==> src/rtl/core/jbt_pkg.sv <==
`timescale 1ns / 1ps
// ----------------------------------------------------------------------------
// JSON byte tokenizer package
// Shared types, token codes, character constants and result queue sizing.
// ----------------------------------------------------------------------------
package jbt_pkg;

  localparam int unsigned ResDepth = 4;
  localparam int unsigned ResCntW  = $clog2(ResDepth + 1);
  localparam int unsigned ResIdxW  = $clog2(ResDepth);
  localparam int unsigned SkipW    = 3;

  localparam logic [7:0] ChSpace   = 8'h20;
  localparam logic [7:0] ChNewline = 8'h0A;
  localparam logic [7:0] ChQuote   = 8'h22;
  localparam logic [7:0] ChLBrace  = 8'h7B;
  localparam logic [7:0] ChRBrace  = 8'h7D;
  localparam logic [7:0] ChLBrack  = 8'h5B;
  localparam logic [7:0] ChRBrack  = 8'h5D;
  localparam logic [7:0] ChColon   = 8'h3A;
  localparam logic [7:0] ChComma   = 8'h2C;
  localparam logic [7:0] ChMinus   = 8'h2D;
  localparam logic [7:0] ChDot     = 8'h2E;
  localparam logic [7:0] ChZero    = 8'h30;
  localparam logic [7:0] ChNine    = 8'h39;
  localparam logic [7:0] ChF       = 8'h66;
  localparam logic [7:0] ChT       = 8'h74;
  localparam logic [7:0] ChN       = 8'h6E;

  localparam logic [SkipW-1:0] SkipFalse = 3'd4;
  localparam logic [SkipW-1:0] SkipOther = 3'd3;

  typedef enum logic [1:0] {
    ModeIdle = 2'd0,
    ModeStr  = 2'd1,
    ModeNum  = 2'd2,
    ModeSkip = 2'd3
  } mode_e;

  typedef enum logic [3:0] {
    KindString  = 4'd0,
    KindNumber  = 4'd1,
    KindBool    = 4'd2,
    KindNull    = 4'd3,
    KindCOpen   = 4'd4,
    KindCClose  = 4'd5,
    KindAOpen   = 4'd6,
    KindAClose  = 4'd7,
    KindColon   = 4'd8,
    KindComma   = 4'd9,
    KindUnknown = 4'd10
  } kind_e;

  typedef struct packed {
    kind_e      kind;
    logic [7:0] value_char;
    logic       char_present;
    logic       token_complete;
    logic       bool_true;
    logic       truncated;
    logic       final_result;
  } res_t;

  typedef struct packed {
    logic [1:0] cnt;
    res_t       res0;
    res_t       res1;
  } lex_out_t;

endpackage

==> src/rtl/core/jbt_lexer.sv <==
`timescale 1ns / 1ps
// ----------------------------------------------------------------------------
// JSON tokenizer lexer
// Holds the lexing mode and skip count, and turns one byte into up to two
// results.
// ----------------------------------------------------------------------------
module jbt_lexer import jbt_pkg::*; (
  input  logic       clk_i,
  input  logic       rst_ni,
  input  logic       advance_i,
  input  logic [7:0] byte_i,
  input  logic       eot_i,
  output lex_out_t   lex_o
);

  mode_e            mode_q, mode_d;
  logic [SkipW-1:0] skip_q, skip_d;

  logic             il_valid;
  res_t             il_res;
  mode_e            il_mode;
  logic [SkipW-1:0] il_skip;
  logic             num_char;

  assign num_char = (byte_i == ChMinus) || (byte_i == ChDot) ||
                    ((byte_i >= ChZero) && (byte_i <= ChNine));

  always_comb begin
    il_valid = 1'b1;
    il_res   = '0;
    il_mode  = ModeIdle;
    il_skip  = skip_q;
    il_res.token_complete = 1'b1;
    priority if ((byte_i == ChSpace) || (byte_i == ChNewline)) begin
      il_valid = 1'b0;
    end else if (byte_i == ChQuote) begin
      il_mode = ModeStr;
      il_valid = eot_i;
      il_res.kind = KindString;
      il_res.truncated = 1'b1;
    end else if ((byte_i == ChMinus) || ((byte_i >= ChZero) && (byte_i <= ChNine))) begin
      il_mode = ModeNum;
      il_res.kind = KindNumber;
      il_res.value_char = byte_i;
      il_res.char_present = 1'b1;
      il_res.token_complete = eot_i;
    end else if ((byte_i == ChF) || (byte_i == ChT) || (byte_i == ChN)) begin
      il_mode = ModeSkip;
      il_skip = (byte_i == ChF) ? SkipFalse : SkipOther;
      il_res.kind = (byte_i == ChN) ? KindNull : KindBool;
      il_res.bool_true = (byte_i == ChT);
      il_res.truncated = eot_i;
    end else begin
      unique case (byte_i)
        ChLBrace: il_res.kind = KindCOpen;
        ChRBrace: il_res.kind = KindCClose;
        ChLBrack: il_res.kind = KindAOpen;
        ChRBrack: il_res.kind = KindAClose;
        ChColon:  il_res.kind = KindColon;
        ChComma:  il_res.kind = KindComma;
        default:  il_res.kind = KindUnknown;
      endcase
    end
  end

  always_comb begin
    lex_o  = '0;
    mode_d = mode_q;
    skip_d = skip_q;
    unique case (mode_q)
      ModeIdle: begin
        lex_o.cnt  = {1'b0, il_valid};
        lex_o.res0 = il_res;
        mode_d     = il_mode;
        skip_d     = il_skip;
      end
      ModeStr: begin
        lex_o.cnt = 2'd1;
        lex_o.res0.kind = KindString;
        lex_o.res0.token_complete = 1'b1;
        if (byte_i == ChQuote) begin
          mode_d = ModeIdle;
        end else begin
          lex_o.res0.value_char = byte_i;
          lex_o.res0.char_present = 1'b1;
          lex_o.res0.token_complete = eot_i;
          lex_o.res0.truncated = eot_i;
        end
      end
      ModeNum: begin
        lex_o.res0.kind = KindNumber;
        lex_o.res0.token_complete = 1'b1;
        if (num_char) begin
          lex_o.cnt = 2'd1;
          lex_o.res0.value_char = byte_i;
          lex_o.res0.char_present = 1'b1;
          lex_o.res0.token_complete = eot_i;
        end else begin
          lex_o.cnt  = il_valid ? 2'd2 : 2'd1;
          lex_o.res1 = il_res;
          mode_d     = il_mode;
          skip_d     = il_skip;
        end
      end
      ModeSkip: begin
        skip_d = skip_q - 3'd1;
        if (skip_d == '0) begin
          mode_d = ModeIdle;
        end else if (eot_i) begin
          lex_o.cnt = 2'd1;
          lex_o.res0.kind = KindUnknown;
          lex_o.res0.token_complete = 1'b1;
          lex_o.res0.truncated = 1'b1;
        end
      end
      default: begin
        mode_d = ModeIdle;
      end
    endcase
    if (eot_i) begin
      mode_d = ModeIdle;
      skip_d = '0;
    end
    if (lex_o.cnt == 2'd1) begin
      lex_o.res0.final_result = 1'b1;
    end
    if (lex_o.cnt == 2'd2) begin
      lex_o.res1.final_result = 1'b1;
    end
  end

  always_ff @(posedge clk_i or negedge rst_ni) begin
    if (!rst_ni) begin
      mode_q <= ModeIdle;
      skip_q <= '0;
    end else if (advance_i) begin
      mode_q <= mode_d;
      skip_q <= skip_d;
    end
  end

  // The skip count is non-zero exactly while literal bytes are being skipped.
  assert property (@(posedge clk_i) disable iff (!rst_ni)
    (mode_q == ModeSkip) == (skip_q != '0))
    else $error("skip count out of step with lexing mode");

  // Only a number closed by another byte can give two results.
  assert property (@(posedge clk_i) disable iff (!rst_ni)
    (lex_o.cnt == 2'd2) |-> (mode_q == ModeNum))
    else $error("two results outside number mode");

  // A first result either carries a byte or ends its token.
  assert property (@(posedge clk_i) disable iff (!rst_ni)
    (advance_i && (lex_o.cnt != 2'd0)) |->
      (lex_o.res0.char_present || lex_o.res0.token_complete))
    else $error("result with neither a byte nor a token end");

endmodule

==> src/rtl/core/jbt_result_fifo.sv <==
`timescale 1ns / 1ps
// ----------------------------------------------------------------------------
// JSON tokenizer result queue
// Shifting queue that takes up to two results a cycle and gives one.
// ----------------------------------------------------------------------------
module jbt_result_fifo import jbt_pkg::*; (
  input  logic       clk_i,
  input  logic       rst_ni,
  input  logic [1:0] wr_cnt_i,
  input  res_t       wr0_i,
  input  res_t       wr1_i,
  input  logic       pop_i,
  output logic       valid_o,
  output logic       room_o,
  output res_t       head_o
);

  res_t               entries_q [ResDepth];
  res_t               entries_d [ResDepth];
  logic [ResCntW-1:0] count_q, count_d;
  logic [ResCntW-1:0] base;

  assign valid_o = (count_q != '0);
  assign room_o  = (count_q <= ResCntW'(ResDepth - 2));
  assign head_o  = entries_q[0];
  assign base    = count_q - ResCntW'(pop_i);

  always_comb begin
    entries_d = entries_q;
    if (pop_i) begin
      for (int i = 0; i < ResDepth - 1; i++) begin
        entries_d[i] = entries_q[i + 1];
      end
    end
    if (wr_cnt_i != 2'd0) begin
      entries_d[base[ResIdxW-1:0]] = wr0_i;
    end
    if (wr_cnt_i == 2'd2) begin
      entries_d[ResIdxW'(base + ResCntW'(1))] = wr1_i;
    end
    count_d = base + ResCntW'(wr_cnt_i);
  end

  always_ff @(posedge clk_i or negedge rst_ni) begin
    if (!rst_ni) begin
      count_q <= '0;
    end else begin
      count_q <= count_d;
    end
  end

  always_ff @(posedge clk_i) begin
    entries_q <= entries_d;
  end

  assert property (@(posedge clk_i) disable iff (!rst_ni)
    count_q <= ResCntW'(ResDepth))
    else $error("result queue overflow");

  assert property (@(posedge clk_i) disable iff (!rst_ni)
    (wr_cnt_i != 2'd0) |-> room_o)
    else $error("result written without room");

  assert property (@(posedge clk_i) disable iff (!rst_ni)
    pop_i |-> valid_o)
    else $error("result taken from an empty queue");

endmodule

==> src/rtl/core/json_byte_tokenizer.sv <==
`timescale 1ns / 1ps
// ----------------------------------------------------------------------------
// JSON byte tokenizer
// Lexes a JSON text arriving one byte per item into a stream of token results.
// ----------------------------------------------------------------------------
// One input item is accepted per clock cycle while the result queue has room. An
// accepted byte waits in the input register, where the lexer classifies it,
// and its results are then written into the result queue, whose head drives
// the output. Most bytes give at most one result; a byte that closes a number
// and then starts a token of its own gives two, and the output port, which
// delivers one result per cycle unless stalled, sets the sustained rate in that
// case. A four-entry result queue absorbs these bursts, and input items are held
// off only while it has fewer than two free entries.
module json_byte_tokenizer import jbt_pkg::*; (
  input  logic       clk_i,
  input  logic       rst_ni,
  input  logic       in_valid_i,
  output logic       in_stall_o,
  input  logic [7:0] in_byte_i,
  input  logic       end_of_text_i,
  output logic       out_valid_o,
  input  logic       out_stall_i,
  output logic [3:0] token_kind_o,
  output logic [7:0] value_char_o,
  output logic       char_present_o,
  output logic       token_complete_o,
  output logic       bool_true_o,
  output logic       truncated_o,
  output logic       final_result_o
);

  logic       in_vld_q;
  logic [7:0] in_byte_q;
  logic       in_eot_q;
  logic       room;
  logic       advance;
  logic       pop;
  lex_out_t   lex;
  res_t       head;

  assign advance    = in_vld_q && room;
  assign in_stall_o = in_vld_q && !room;
  assign pop        = out_valid_o && !out_stall_i;

  always_ff @(posedge clk_i or negedge rst_ni) begin
    if (!rst_ni) begin
      in_vld_q <= 1'b0;
    end else if (in_valid_i && !in_stall_o) begin
      in_vld_q <= 1'b1;
    end else if (advance) begin
      in_vld_q <= 1'b0;
    end
  end

  always_ff @(posedge clk_i) begin
    if (in_valid_i && !in_stall_o) begin
      in_byte_q <= in_byte_i;
      in_eot_q  <= end_of_text_i;
    end
  end

  jbt_lexer u_lexer (
    .clk_i     (clk_i),
    .rst_ni    (rst_ni),
    .advance_i (advance),
    .byte_i    (in_byte_q),
    .eot_i     (in_eot_q),
    .lex_o     (lex)
  );

  jbt_result_fifo u_fifo (
    .clk_i    (clk_i),
    .rst_ni   (rst_ni),
    .wr_cnt_i (advance ? lex.cnt : 2'd0),
    .wr0_i    (lex.res0),
    .wr1_i    (lex.res1),
    .pop_i    (pop),
    .valid_o  (out_valid_o),
    .room_o   (room),
    .head_o   (head)
  );

  assign token_kind_o     = head.kind;
  assign value_char_o     = head.value_char;
  assign char_present_o   = head.char_present;
  assign token_complete_o = head.token_complete;
  assign bool_true_o      = head.bool_true;
  assign truncated_o      = head.truncated;
  assign final_result_o   = head.final_result;

endmodule

==> config.mk <==
export PLATFORM = sky130hd
export DESIGN_NAME = json_byte_tokenizer
export DESIGN_NICKNAME = d
export VERILOG_FILES = /design/src/rtl/core/jbt_pkg.sv /design/src/rtl/core/jbt_lexer.sv /design/src/rtl/core/jbt_result_fifo.sv /design/src/rtl/core/json_byte_tokenizer.sv
export SDC_FILE = /design/constraint.sdc
export NUM_CORES = 1
export LEC_CHECK = 0
export ABC_AREA = 1
export BUFFER_PORTS_ARGS = -buffer_cell sky130_fd_sc_hd__buf_4
export CAP_MARGIN = 20
export CELL_PAD_IN_SITES_DETAIL_PLACEMENT = 2
export CELL_PAD_IN_SITES_GLOBAL_PLACEMENT = 2
export CORE_ASPECT_RATIO = 1.2
export CORE_MARGIN = 1.5
export CORE_UTILIZATION = 31
export DETAILED_ROUTE_END_ITERATION = 12
export PLACE_DENSITY = 0.81
export REMOVE_ABC_BUFFERS = 1
export SYNTH_ARGS = -nofsm -noshare
export SYNTH_HDL_FRONTEND = slang
export SYNTH_SLANG_ARGS = --single-unit
==> constraint.sdc <==
create_clock -name clk_i -period 2.8 [get_ports clk_i]
set_clock_uncertainty 0.05 [all_clocks]
set_input_delay 0.28 -clock clk_i [delete_from_list [all_inputs] [get_ports clk_i]]
set_output_delay 0.28 -clock clk_i [all_outputs]
set_load 0.02 [all_outputs]
=== Word-level counts from Yosys, hierarchy flattened ===
Cells that the tools add are included.

* Input bits: 13
* Output and inout port bits: 19
* Flip-flop bits (word level): 86

* Equal/unequal tests: 23
* Add/sub/neg operators: 4
* Bitwise logic cells: 2
* $lt $le $gt $ge: 7
* Reduce and logical (&&, ||, !) cells: 24
* Muxes and demuxes: 60

{| class="wikitable"
|+ Operator list
! kind !! count
|-
| 68-bit bitwise mux || 2
|-
| 68-bit 2-to-1 mux || 2
|-
| 17-bit demux with 2-bit select || 2
|-
| 17-bit 2-to-1 mux || 4
|-
| 8-bit by 7-bit == test with 1-bit output, second input constant || 7
|-
| 51-bit 2-to-1 mux || 1
|-
| 8-bit by 6-bit == test with 1-bit output, second input constant || 6
|-
| 10-bit 2-to-1 mux || 3
|-
| 9-bit one-hot mux with 3 select lines || 1
|-
| 2-bit 2-to-1 mux || 13
|-
| 4-bit one-hot mux with 6 select lines || 1
|-
| 6-bit one-hot mux with 4 select lines || 1
|-
| 3-bit 2-to-1 mux || 7
|-
| 16-bit 2-to-1 mux || 1
|-
| 1-bit 2-to-1 mux || 12
|-
| 4-bit 2-to-1 mux || 3
|-
| 11-bit 2-to-1 mux || 1
|-
| 3-bit one-hot mux with 3 select lines || 1
|-
| 2-bit == test, second input constant || 4
|-
| 8-bit by 4-bit == test with 1-bit output, second input constant || 1
|-
| 8-bit by 6-bit >= comparator with 1-bit output, second input constant || 1
|-
| 8-bit by 6-bit less-or-equal comparator with 1-bit output, second input constant || 1
|-
| 2-bit one-hot mux with 4 select lines || 1
|-
| 1-bit logical AND || 7
|-
| 24 further kinds || 37
|}

=== Longest topological paths before layout ===
Gate-level depths: netlist of run 1.

* Depth in word-level cells: 14
* Mapped depth: 17
* Depth with buffers taken out: 17

=== Cells and area by module ===
A second synthesis of run 1 with hierarchy kept.

* Cell total of the unflattened synthesis: 954
* Area, all modules: 5669.2 µm²

{| class="wikitable"
|+ Modules (own cells, without submodules)
! module !! area each (µm²) !! seq. area each (µm²) !! cells an instance !! instances
|-
| jbt_result_fifo || 4306.6 || 1436.4 || 738 || 1
|-
| jbt_lexer || 1012.2 || 125.1 || 192 || 1
|-
| json_byte_tokenizer || 350.3 || 295.3 || 24 || 1
|}

=== Least setup slack after synthesis of run 1 ===
Ideal clock, no wire load.

* Kind: reg2reg
* Start: reg u_fifo.count_q[2]
* End: reg u_fifo.entries_q[25] in the netlist's numbering
* Arrival time: 2.489 ns
* Data required time: 2.634 ns
* Path slack: 0.145 ns
* Cell stages (with the launch flop): 11
* Clock period less this slack: 2.655 ns
* Path through: dfrtp_1 > nor2_1 > a21oi_2 > clkbuf_1 > ha_1 > ha_1 > nor2_1 > nand2_2 > buf_6 > o21ai_0 > nor2_1

{| class="wikitable"
|+ RTL lines
! what !! RTL line !! RTL
|-
| start: declaration || jbt_result_fifo.sv:20 || <nowiki>logic [ResCntW-1:0] count_q, count_d;</nowiki>
|-
| start signal: assignment || jbt_result_fifo.sv:48 || <nowiki>count_q <= count_d;</nowiki>
|-
| end signal: assignment || jbt_result_fifo.sv:53 || <nowiki>entries_q <= entries_d;</nowiki>
|-
| end: declaration || jbt_result_fifo.sv:18 || <nowiki>res_t entries_q [ResDepth];</nowiki>
|}

==> results of run 1 <==
## critical path: stages (launching register included)
cell     delay [ps]
dfrtp_1         410
nor2_2          190
a21oi_4          80
ha_1            200
ha_1            380
nor2_1          240
buf_4           290
nand2_2         280
o21ai_0         300
a21oi_1          70
## path summary, 6_finish.rpt
check                                       end  slack (ps)
max in group asynchronous     u_lexer.mode_q[1]        2340
min reg2reg                u_fifo.entries_q[11]         420
min                                    in_eot_q          50
max                        u_fifo.entries_q[10]         190
max reg2reg                u_fifo.entries_q[10]         190
min in group asynchronous              in_vld_q         220
## Yosys cell counts (6+ instances only)
cell      count
nand2_1     169
nand3_1      70
o21ai_0      61
clkbuf_1      9
a21oi_1      38
dfrtp_1       9
o21a_1        6
buf_2         9
dfxtp_1      68
mux2i_1      15
buf_4        14
edfxtp_1      9
inv_1        62
nor2_1       85
o21ai_1      19
buf_6         7
nand2_2       6
## flip-flops by register name, summed over array words and instances, names as in the netlist
register and flops:
in_vld_q 1, u_fifo.count_q 3, u_lexer.skip_q 3, in_byte_q 8, in_eot_q 1, u_fifo.entries_q 51
u_lexer.mode_q 2, u_fifo.head_o 17
## through the flow
step           area, sq um  worst slack, ps  hold slack, ps
3_5_place_dp          5120             91.3            62.4
4_1_cts               5460             25.2            31.3
6_report              5530              192            45.9
5_1_grt               5530            -29.6            36.8
3_3_place_gp          5120              197            58.7
2_1_floorplan         4500            -1210           -65.6
## per-layer routing
layer  up-vias  track usage, %  share of wire (%)
li1       2275               -                  -
met1      2289            23.9                 41
met2        56            38.3                 54
met3        27            2.58                1.7
met4         0            9.37                2.7
met5         -               0                  0
## cell type report
class | instances | share of cell area, %
Clock inverter | 5 | 1.11
Timing Repair Buffer | 54 | 7.60
Tap cell | 204 | 4.61
Sequential cell | 86 | 33.6
Clock buffer | 11 | 4.77
Multi-Input combinational cell | 495 | 43.7
Inverter | 68 | 4.64
## what timing repair did
item	4_1_cts	5_1_grt
hold buffers	1	0
hold endpoints to repair	9	0
setup endpoints to repair	0	23
resized for setup	0	8
setup buffers	0	7
## placed cells by master, fill, tap and decap left out, types with 2 or more instances in the layout
master     count
o21ai_1       18
nor2_2         2
nor2_4         4
inv_1         60
o21ai_0       61
nand4_1        4
a21oi_1       38
inv_2          6
nand2_1      169
edfxtp_1       9
clkbuf_16     10
o211ai_1       2
mux2i_1       15
buf_4         52
nand2_2        6
nand3_1       70
o21a_1         6
a21oi_4        2
clkinv_2       2
nor2_1        83
dfrtp_1        9
ha_1           5
dfxtp_1       68
## kinds of logic after synthesis
group                      synth area share (%)
buffers and inverters                      11.0
AOI/OAI and AO/OA                          14.2
DFF                                        38.9
xor gates and xnor gates                  0.551
muxes                                      3.15
adders and majority gates                  1.73
and+or+nand+nor                            30.5
## power by group through the flow
stage          clock network (mW)  logic (mW)  registers [mW]
3_5_place_dp                    0        3.46            2.18
3_3_place_gp                    0        3.26            2.14
5_1_grt                      1.42        3.96            2.22
4_1_cts                      1.38        3.52            2.16
2_1_floorplan                   0        2.11            2.23
6_report                     1.34        3.53            2.14
==> metrics.md, run 1 <==
| Metric | Value |
|---|---|
| Status | `completed` |
| Max Clock Freq | `383 MHz` |
| Relative slew slack | `54.7%` |
| Worst hold start | `end_of_text_i` |
| Crit path max fanout | `18` |
| Worst skew pair latency | `360 ps` |
| Synthesized area per cell | `6.92 sq um` |
| Share of post-route cells with drive strength above 1 | `13.2%` |
| WL/cell | `17.4 um` |
| Top_reg_cell synth | `dfxtp_1` |
| Final setup TNS | `0 ps` |
| Pin count of the biggest net entering global routing | `55` |
| I/O Pins | `32` |
| Via count | `4,647` |
| Number of flops mapped to enable cells by yosys | `9` |
| Max Cap Viol | `0` |
| Gate Count Post-Synth | `689` |
| Die Area | `16,100 sq um` |
| Reg area | `1860 sq um` |
| # rows | `49` |
| Sw Share | `44.8%` |
| Pins Over Slew Limit | `0` |
| Drc violations | `0` |
| Initial DRT Pass Iterations | `4` |
| CP Launch Point | `u_fifo.count_q[2]` |
| Filler instances | `1,780` |
| Core Util, Final | `36.8%` |
| Worst EP arrival | `2800 ps` |
| Worst Path Required | `2990 ps` |
| Worst vdd ir | `0.383 mV` |
| Most area-consuming cells after synthesis | `dfxtp_1, nand2_1, nand3_1` |
| Post-synthesis sequential area ratio | `38.9%` |
| Number of buffers added on ports | `31` |
| Switching Power | `3.14 mW` |
| Ant. Diodes | `0` |
| Non-filler cells, final | `923` |
| Clock share of power | `19.2%` |
| DPL Wire Length | `11,600 um` |
| Final net count | `733` |
| DP Cell Count | `899` |
| Clock buffer depth | `2` |
| Power Internal | `3.87 mW` |
| Async set or reset register ratio after synthesis | `10.5%` |
| Worst-path clk slew | `70 ps` |
| Synth top area share | `28.5%` |
| Reg-to-reg startpoint | `u_fifo.count_q[2]` |
| Pwr dens | `1270 nW/um^2` |
| Critical path startpoint category | `register` |
| Ys Warns | `0` |
| Worst-Margin Slew | `679 ps` |
| Combinational fraction of design power | `50.3%` |
| Vias per cell | `5.03` |
| CTS H-Tree Depth | `3` |
| WL final | `16,000 um` |
| Core Region | `15,000 sq um` |
| CP Class | `reg2reg` |
| Clock tree sinks | `86` |
| Antenna violations before repair | `0` |
| Fin crit period | `2610 ps` |
| Initial core utilization | `31.7%` |
| Post-synthesis register bit count | `86` |
| Area of the multi-input gates | `2420 sq um` |
| Die Wd | `116 um` |
| Cell area after synthesis | `4770 sq um` |
| Static leakage | `2.70 nW` |
| Final setup fails | `0` |
| Initial DRC Count | `114` |
| Crit. End Element | `register` |
| Global route overflow | `0` |
| Synth unique cells | `35` |
| Chip height | `139 um` |
| Worst R2R Path Depth | `9` |
| Cell taking the most area after synthesis | `dfxtp_1` |
| Routed Antenna Nets | `0` |
| Total design power | `7.01 mW` |
| Global-route wire length before repair | `26,200 um` |
| Fin crit share | `93.1%` |
| Total track usage | `21.0%` |
| Number of buffers created by CTS | `9` |
| Vias in the first global route | `5,167` |
| RD Place Congestion | `0.834` |
| TritonCTS clock tree | `yes` |
| Hold path depth | `1` |
| Area delta synth->final | `16.0%` |
| Clock Tree Root | `clkbuf_16` |
| Hold Crit Class | `in2reg` |
| Final Hold Fails | `0` |
| Sequential power share | `30.6%` |
(Power assumes the default switching activity.)
==> inputs of run 2 (changes only) <==
--- a/config.mk
+++ b/config.mk
@@ -5,16 +5,15 @@
 export SDC_FILE = /design/constraint.sdc
 export NUM_CORES = 1
 export LEC_CHECK = 0
-export ABC_AREA = 1
 export BUFFER_PORTS_ARGS = -buffer_cell sky130_fd_sc_hd__buf_4
 export CAP_MARGIN = 20
 export CELL_PAD_IN_SITES_DETAIL_PLACEMENT = 2
 export CELL_PAD_IN_SITES_GLOBAL_PLACEMENT = 2
 export CORE_ASPECT_RATIO = 1.2
 export CORE_MARGIN = 1.5
-export CORE_UTILIZATION = 31
+export CORE_UTILIZATION = 33
 export DETAILED_ROUTE_END_ITERATION = 12
-export PLACE_DENSITY = 0.81
+export PLACE_DENSITY = 0.8
 export REMOVE_ABC_BUFFERS = 1
 export SYNTH_ARGS = -nofsm -noshare
 export SYNTH_HDL_FRONTEND = slang
==> metrics.md, run 2 <==
| Metric | Value |
|---|---|
| Status | `finished with violations` |
| Failing checks | `setup timing` |
| Area delta synth->final | `26.9%` |
| Share of post-route cells with drive strength above 1 | `29.1% (+16 points)` |
| Setup WS post-layout | `-50.0 ps (-242 ps)` |
| Worst-path clk slew | `70 ps (about the same)` |
| Non-filler cells, final | `806 (-13%)` |
| Async set or reset register ratio after synthesis | `10.5% (unchanged)` |
| Max Cap Viol | `0 (unchanged)` |
| Initial DRT Pass Iterations | `6 (+2)` |
| Final net count | `649 (-11%)` |
| Pins Over Slew Limit | `0 (unchanged)` |
| Placed inst area | `5380 sq um (+5.0%)` |
| Flop-to-flop setup slack | `-50 ps (-240 ps)` |
| Crit path max fanout | `5 (-13)` |
| Commonest non-fill, non-tap cell in the layout | `nand2_1` |
| Relative slew slack | `47.8% (-6.9 points)` |
| CP max-delay cell | `or3_4` |
| TritonCTS clock tree | `yes` |
| CP Class | `reg2reg` |
| Max Clock Freq | `351 MHz (-8.5%)` |
| Gate Count Post-Synth | `569 (-17%)` |
| Ant. Diodes | `0 (unchanged)` |
| Initial DRC Count | `271 (+140%)` |
| Reg-to-reg startpoint | `u_fifo.count_q[0]` |
| WL/cell | `25.2 um (+45%)` |
| WHS | `49.0 ps (+3.05 ps)` |
| Worst R2R Path Depth | `12 (+3)` |
| Hold Crit Class | `in2reg` |
| Via count | `4,871 (+4.8%)` |
| Clock buffer depth | `2 (unchanged)` |
| Commonest cells post-synth | `nand2_1, dfxtp_1, a21oi_1` |
| Global-route wire length before repair | `29,200 um (+12%)` |
| R2r endpoint | `u_fifo.entries_q[32]` |
| Number of buffers added on ports | `31 (unchanged)` |
| Global route overflow | `0 (unchanged)` |
| Number of buffers created by CTS | `9 (unchanged)` |
| Most area-consuming cells after synthesis | `dfxtp_1, nand2_1, edfxtp_1` |
| Static leakage | `2.34 nW (-13%)` |
| Synth top area share | `28.7% (+0.15 points)` |
| Total track usage | `24.9% (+3.9 points)` |
| DP Cell Count | `773 (-14%)` |
| Pwr dens | `1190 nW/um^2 (-5.8%)` |
| Final Hold Fails | `0 (unchanged)` |
| DPL Wire Length | `11,900 um (+3.2%)` |
| Worst vdd ir | `0.417 mV (+8.7%)` |
| Worst Path Required | `3000 ps (about the same)` |
| Clock tree sinks | `86 (unchanged)` |
| RSZ-0062 raised after global routing | `yes` |
| Largest stage delay on the critical path | `400 ps (about the same)` |
| Top_reg_cell synth | `dfxtp_1` |
| CP Cell Sequence | `or3_4 > nand2b_2 > inv_1 > ha_2 > ha_4 > nor3b_4 > buf_4 > buf_6 > nand3_4 > o22ai_1 > a21oi_1 > o21ai_0` |
| WL final | `20,400 um (+27%)` |
| Die Area | `15,100 sq um (-6.4%)` |
| Most frequent cells in the layout | `nand2_1, buf_4, dfxtp_1` |
| Antenna violations before repair | `0 (unchanged)` |
| RD Place Congestion | `0.836 (+0.24%)` |
| Crit. End Element | `register` |
| # rows | `47 (-4.1%)` |
| Cell area after synthesis | `4740 sq um (-0.52%)` |
| Fin crit period | `2850 ps (+242 ps)` |
| Vias per cell | `6.04 (+20%)` |
| Ys Warns | `0 (unchanged)` |
| Synthesized area per cell | `8.34 sq um (+20%)` |
| Final setup fails | `5 (+5)` |
| Fin crit share | `102% (+8.6 points)` |
| Initial core utilization | `34.0% (+2.3 points)` |
| Number of flops mapped to enable cells by yosys | `9 (unchanged)` |
| Routed Antenna Nets | `0 (unchanged)` |
| Die Wd | `112 um (-3.2%)` |
| Cell taking the most area after synthesis | `dfxtp_1` |
| Worst EP arrival | `3050 ps (+250 ps)` |
| I/O Pins | `32 (unchanged)` |
| Critical path startpoint category | `register` |
| Final setup TNS | `-144 ps (-144 ps)` |
| Cell area after layout | `6020 sq um (+8.8%)` |
| Post-synthesis sequential area ratio | `39.1% (+0.21 points)` |
| Max reg flops | `51 (unchanged)` |
| Pin count of the biggest net entering global routing | `50 (-9.1%)` |
| Vias in the first global route | `5,310 (+2.8%)` |
| Chip height | `134 um (-3.3%)` |
| Clock Tree Root | `clkbuf_16` |
| Synth unique cells | `76 (+120%)` |
| Worst skew pair latency | `360 ps (about the same)` |
| Core Region | `13,900 sq um (-7.2%)` |
| Top reg by flops | `u_fifo.entries_q` |
| Most common cell in the netlist | `nand2_1` |
| CP Launch Point | `u_fifo.count_q[0]` |
| Drc violations | `0 (unchanged)` |
| CTS H-Tree Depth | `3 (unchanged)` |
| Post-synthesis register bit count | `86 (unchanged)` |
| Worst-Margin Slew | `772 ps (+92.8 ps)` |
| Crit path to | `u_fifo.entries_q[32]` |
## run 2: cell count changes in the layout (fill, tap and decap cells not counted), moves of 15 or more
cell,delta
nor2_1,-59
a31o_2,+28
buf_4,+34
nand3_1,-60
nand2_1,-48
a31oi_1,+15
o21ai_0,-52
inv_1,-49
o22ai_1,+22
## run 2: layout make-up
class	count	area, sq um
tap	171	214
timing repair buffer	102	887
sequential	86	1860
clock inverter	7	81.3
multi-input combinational	419	2710
inverter	12	45.0
clock buffer	9	225
fill	1503	7920
## run 2: layer usage
layer | routed length [um] | vias to the layer above | global-route usage [%] | part of all wire, %
met3 | 873 | 69 | 3.89 | 4.3
met2 | 10500 | 163 | 45.6 | 52
met4 | 774 | 0 | 9.42 | 3.8
li1 | - | 2154 | - | -
met1 | 8160 | 2485 | 29.1 | 40
met5 | 0 | - | 0 | 0
## run 2: logic make-up after synthesis
kind of cell               share of synthesized area, %
and+or+nand+nor                                    24.6
AOI/OAI and AO/OA                                  22.9
xor gates and xnor gates                           1.11
DFF                                                39.1
adders and majority gates                          1.74
buffers and inverters                              6.73
muxes                                              3.82
## run 2: how the worst min path moves through the flow
stage | start | to | slack, ps | cells past startpoint
2_1_floorplan | rst_ni | in_vld_q | -70 | 0
3_5_place_dp | rst_ni | u_lexer.skip_q[0] | 70 | 1
4_1_cts | in_byte_i[4] | in_byte_q[4] | 50 | 1
6_report | in_byte_i[4] | in_byte_q[4] | 50 | 1
5_1_grt | in_byte_i[0] | in_byte_q[0] | 40 | 1
3_3_place_gp | rst_ni | u_lexer.skip_q[1] | 60 | 1
## run 2: critical path, delay by kind of cell, from the launching register on
| family | cells | cell delay [ps] |
|---|---|---|
| buf+inv | 3 | 340 |
| simple gates | 4 | 890 |
| fa+ha+maj | 2 | 470 |
| flops | 1 | 390 |
| compound gates | 3 | 600 |
## run 2: metrics by stage
stage	utilization, %	worst slack, ps	total power, mW
floorplan	-	-2810	4.02
global placement	38.6	-24.3	5.10
detailed placement	38.6	-101	5.34
CTS	41.3	2.82	6.81
global route	43.2	-145	7.54
finish	43.2	-50.0	7.19
## run 2: power by group
group	internal (mW)	switching, mW
sequential	1.79	0.362
clock	0.708	0.598
combinational	1.60	2.14
## run 2: timing repair
action,4_1_cts,5_1_grt
setup endpoints to repair,51,52
pin swaps,1,7
hold buffers,1,0
gates cloned,0,2
gates resized for setup,10,31
setup buffers,2,12
hold endpoints to repair,9,0
